### config.mk
export PLATFORM = sky130hd
export DESIGN_NAME = lcaa_front
export DESIGN_NICKNAME = d
export VERILOG_FILES = /design/src/sv/lcaa_pkg.sv /design/src/sv/lcaa_front.sv
export SDC_FILE = /design/constraint.sdc
export NUM_CORES = 1
export LEC_CHECK = 0
export BUFFER_PORTS_ARGS = -buffer_cell sky130_fd_sc_hd__buf_2
export CORE_ASPECT_RATIO = 0.5
export CORE_MARGIN = 2
export CORE_UTILIZATION = 30
export DETAILED_ROUTE_END_ITERATION = 12
export PLACE_DENSITY_LB_ADDON = 0.3
export SYNTH_ARGS = -nofsm -noshare
export SYNTH_HDL_FRONTEND = slang
export SYNTH_SLANG_ARGS = --single-unit
### constraint.sdc
create_clock -name clock -period 1.75 [get_ports clock]
set_clock_uncertainty 0.15 [all_clocks]
set_input_delay 0.0875 -clock clock [delete_from_list [all_inputs] [get_ports clock]]
set_output_delay 0.0875 -clock clock [all_outputs]
set_load 0.01 [all_outputs]
### src/sv/lcaa_pkg.sv
`timescale 1ns / 1ps
// Shared types and constants for the lowest living common ancestor engine.
package lcaa_pkg;

   localparam int NODE_W = 10;
   localparam int CMD_W  = 2;
   localparam int STAT_W = 2;

   localparam logic [CMD_W-1:0] CMD_ADD   = 2'd0;
   localparam logic [CMD_W-1:0] CMD_KILL  = 2'd1;
   localparam logic [CMD_W-1:0] CMD_QUERY = 2'd2;
   localparam logic [CMD_W-1:0] CMD_NOP   = 2'd3;

   localparam logic [STAT_W-1:0] STAT_OK      = 2'd0;
   localparam logic [STAT_W-1:0] STAT_FULL    = 2'd1;
   localparam logic [STAT_W-1:0] STAT_UNKNOWN = 2'd2;

   localparam logic [NODE_W-1:0] ROOT_NODE = 10'd1;

   typedef struct packed {
      logic [CMD_W-1:0]  command;
      logic [NODE_W-1:0] first_node;
      logic [NODE_W-1:0] second_node;
   } req_type;

   typedef struct packed {
      logic [NODE_W-1:0] result_node;
      logic [STAT_W-1:0] status;
   } rsp_type;

   typedef enum logic [1:0] {
      OP_ADD,
      OP_KILL,
      OP_QUERY,
      OP_NONE
   } op_type;

   typedef struct packed {
      op_type            op;
      logic [NODE_W-1:0] node_a;
      logic [NODE_W-1:0] node_b;
   } entry_type;

endpackage

### src/sv/lcaa_front.sv
`timescale 1ns / 1ps
// Front end: accepts request transactions, decodes the command and queues them.
module lcaa_front
   import lcaa_pkg::*;
(
   input  logic      clock,
   input  logic      reset,
   input  logic      req_valid,
   output logic      req_ready,
   input  req_type   req_data,
   output logic      q_valid,
   input  logic      q_pop,
   output entry_type q_head
);

   entry_type ent_ff [2];
   logic      wr_ptr_ff;
   logic      rd_ptr_ff;
   logic [1:0] count_ff;
   logic      push;
   entry_type new_ent;

   always_comb begin
      new_ent.node_a = req_data.first_node;
      new_ent.node_b = req_data.second_node;
      unique case (req_data.command)
         CMD_ADD:   new_ent.op = OP_ADD;
         CMD_KILL:  new_ent.op = OP_KILL;
         CMD_QUERY: new_ent.op = OP_QUERY;
         default:   new_ent.op = OP_NONE;
      endcase
   end

   assign req_ready = (count_ff != 2'd2);
   assign push      = req_valid && req_ready;
   assign q_valid   = (count_ff != 2'd0);
   assign q_head    = ent_ff[rd_ptr_ff];

   always_ff @(posedge clock) begin
      if (push) begin
         ent_ff[wr_ptr_ff] <= new_ent;
      end
      if (reset) begin
         wr_ptr_ff <= 1'b0;
         rd_ptr_ff <= 1'b0;
         count_ff  <= 2'd0;
      end else begin
         if (push) begin
            wr_ptr_ff <= ~wr_ptr_ff;
         end
         if (q_pop) begin
            rd_ptr_ff <= ~rd_ptr_ff;
         end
         count_ff <= count_ff + 2'(push) - 2'(q_pop);
      end
   end

endmodule

==> metrics.md <==
| Metric | Value |
|---|---|
| Met2 Resource Use GR | `0.171` |
| Clk Latency, worst-skew pair | `0.28 ns` |
| Gr usage total | `0.101` |
| Worst setup EP type | `flip-flop` |
| IO Count | `50` |
| Post-route ant nets | `0` |
| Fin util | `0.435` |
| Full die area | `6830 sq um` |
| CP required | `1.81 ns` |
| Fill cells | `573` |
| Multi-input gate area | `409 sq um` |
| Number of buffers on the longest clock path | `2` |
| Via density per instance | `4.30` |
| Final HPWL DP | `2160 um` |
| Relative slew margins | `0.823` |
| Total number of vias | `1,114` |
| Bufs and invs on worst path | `0` |
| Peak fanout along the critical path | `4` |
| Starting density of the core | `0.307` |
| Final WL | `3190 um` |
| Max rail drop VDD | `0.380 mV` |
| # placed instances | `227` |
| Global placement routability congestion | `0.620` |
| Top Family by Delay on Critical Path | `simple AND/OR/NAND/NOR gates` |
| Max Cap Viol | `0` |
| # nets final | `208` |
| Final min period | `1.67 ns` |
| Met3 Track Usage GR | `0.0348` |
| Worst Setup Start Kind | `flip-flop` |
| CTS tree | `built` |
| Lkg Pwr | `0.999 nW` |
| List of most frequent post-synthesis cells | `edfxtp_1 (44), mux2_2 (16), mux2_1 (6)` |
| Cell Area, Synth | `1850 sq um` |
| First-pass GRT wire length | `5120 um` |
| DRT iter0 DRCs | `23` |
| Outcome | `complete, no violations` |
| Die Wd | `115 um` |
| Global-route congestion overflow total | `0` |
| Register area share after synthesis | `0.770` |
| Reg area | `1420 sq um` |
| Prevailing post-synth register cell | `edfxtp_1` |
| F_max | `597 MHz` |
| Core Area | `6010 sq um` |
| Layout cells sized above 1 | `0.473` |
| Register bit total from synthesis | `49` |
| Final non-filler cell total | `259` |
| H-tree depth | `2` |
| WL/cell | `12.3 um` |
| Synthesis Warnings | `0` |
| Design area | `2610 sq um` |
| Post-synth EDFFs | `44` |
| Met1 usage | `0.123` |
| Critical path cell sequence | `nand2b_2 -> nand2_2 -> xnor2_1 -> ha_2 -> or4b_1 -> nand4b_1` |
| Worst Hold Class | `in -> reg` |
| Synth area leader | `edfxtp_1` |
| Period utilization | `0.957` |
| Die height | `59.5 um` |
| Clock sinks | `49` |
| Syn nets | `125` |
| DRC Markers | `0` |
| Synth unique cells | `23` |
| Clock root cell | `clkbuf_16` |
| Final Max Slew Viols | `0` |
| Post-synthesis instance total | `98` |
| 1st-pass router iterations | `3` |
| Clk pin slew, worst setup/hold paths | `0.06 ns` |
| # port buffers | `49` |
| Ys async rst share | `0` |
| Yosys top cell area share | `0.716` |
| Final hold vios | `0` |
| Largest net degree at the start of global routing | `14` |
| P per Cell Area | `1060 nW/um^2` |
| Vias in the first global route | `1,100` |
| Slowest-stage cell, CP | `or4b_1` |
| Syn-to-layout area delta | `41.6%` |
| Antenna diodes | `0` |
| Max stage delay on crit path | `0.52 ns` |
| Number of buffers created by CTS | `5` |
| Num rows | `20` |
| Post-DP Area | `2220 sq um` |
| Tightest Pin Transition | `0.265 ns` |
| WS Path Type | `reg -> reg` |
| Synth top area cells | `edfxtp_1 (72%), mux2_2 (9.8%), dfxtp_1 (5.4%), mux2_1 (3.7%), nand4b_1 (0.95%)` |
| Gr busiest metal | `met2` |
| Cell with the most instances after synthesis | `edfxtp_1` |
| Mean Syn Cell Area | `18.8 sq um` |
| Worst EP arrival | `1.74 ns` |
| Setup Viol. Count Final | `0` |
| Initial antenna violation count | `0` |
## worst reg2reg max path: cells and delay by family (launching register included)
kind                       cells  cell delay (ns)
and+or+nand+nor                4             0.88
xor gates and xnor gates       1             0.06
DFF                            1             0.31
adders and majority gates      1             0.20
## flip-flops by register name, summed over array words and instances (netlist names), named ones only
name and count:
wr_ptr_ff 1, ent_ff 44, rd_ptr_ff 1, count_ff 2
## what timing repair did
item                       in CTS  in global routing
hold buffers                   23                  0
hold endpoints to repair       48                  0
setup endpoints to repair       1                  1
setup buffers                   0                  1
pin swaps                       0                  2
gates resized for setup         1                  5
## metal layers
layer / vias up / share of wire
li1: 540 / -
met1: 556 / 0.43
met2: 16 / 0.53
met3: 2 / 0.037
met4: 0 / 0.0053
met5: - / 0
## worst paths after layout
| kind | startpoint | to | slack, ns | depth (start not counted) |
|---|---|---|---|---|
| worst min-delay path | req_valid | wr_ptr_ff$_SDFFE_PP0P_ | 0.02 | 3 |
| worst max-delay path | count_ff[0]$_SDFF_PP0_ | count_ff[1]$_SDFF_PP0_ | 0.08 | 6 |
| worst min register to register | rd_ptr_ff$_SDFFE_PP0P_ | flip-flop | 0.40 | 2 |
| worst max register to register | count_ff[0]$_SDFF_PP0_ | count_ff[1]$_SDFF_PP0_ | 0.08 | 6 |
## placed cells by master (no fill, tap or decap), types with 2 or more instances in the layout
cell           synthesis  final
buf_2                  2     49
buf_4                  0      8
clkbuf_1               2      3
clkbuf_16              0      5
dfxtp_1                5      3
dfxtp_2                0      2
dlygate4sd3_1          0     23
edfxtp_1              44     44
inv_1                  3      3
mux2_1                 6      6
mux2_2                16     16
nand4b_1               2      2
nor2_1                 2      2
xnor2_1                2      2
## report_power, final
part / total, W / switching (W) / internal (W)
logic: 0.000448 / 0.000215 / 0.000234
clock network: 0.000888 / 0.000357 / 0.000531
registers: 0.00142 / 0.0000278 / 0.00140
## metrics by stage
stage	TNS (ns)	hold WS, ns	total power, W	worst slack, ns
floorplan	0	0.00657	0.00167	0.0363
global placement	0	0.126	0.00184	0.0841
detailed placement	0	0.129	0.00185	0.00582
CTS	0	0.00668	0.00279	0.0177
global route	-0.000507	0.0349	0.00290	-0.000507
finish	0	0.0231	0.00276	0.0756
## final cells by class
type,count,share of cell area
Tap cell,77,0.0369
Inverter,3,0.00431
Timing Repair Buffer,80,0.205
Clock buffer,8,0.0522
Multi-Input combinational cell,42,0.157
Sequential cell,49,0.545
## cell families (layout without fill, tap and decap cells)
group | after synthesis | in the layout | share of synthesized area
flops | 49 | 49 | 0.770
mux | 22 | 22 | 0.134
simple gates | 13 | 13 | 0.0468
buf+inv | 7 | 91 | 0.0156
compound gates | 4 | 4 | 0.0169
xor+xnor | 2 | 2 | 0.00949
fa+ha+maj | 1 | 1 | 0.00678
(Power assumes the default switching activity.)
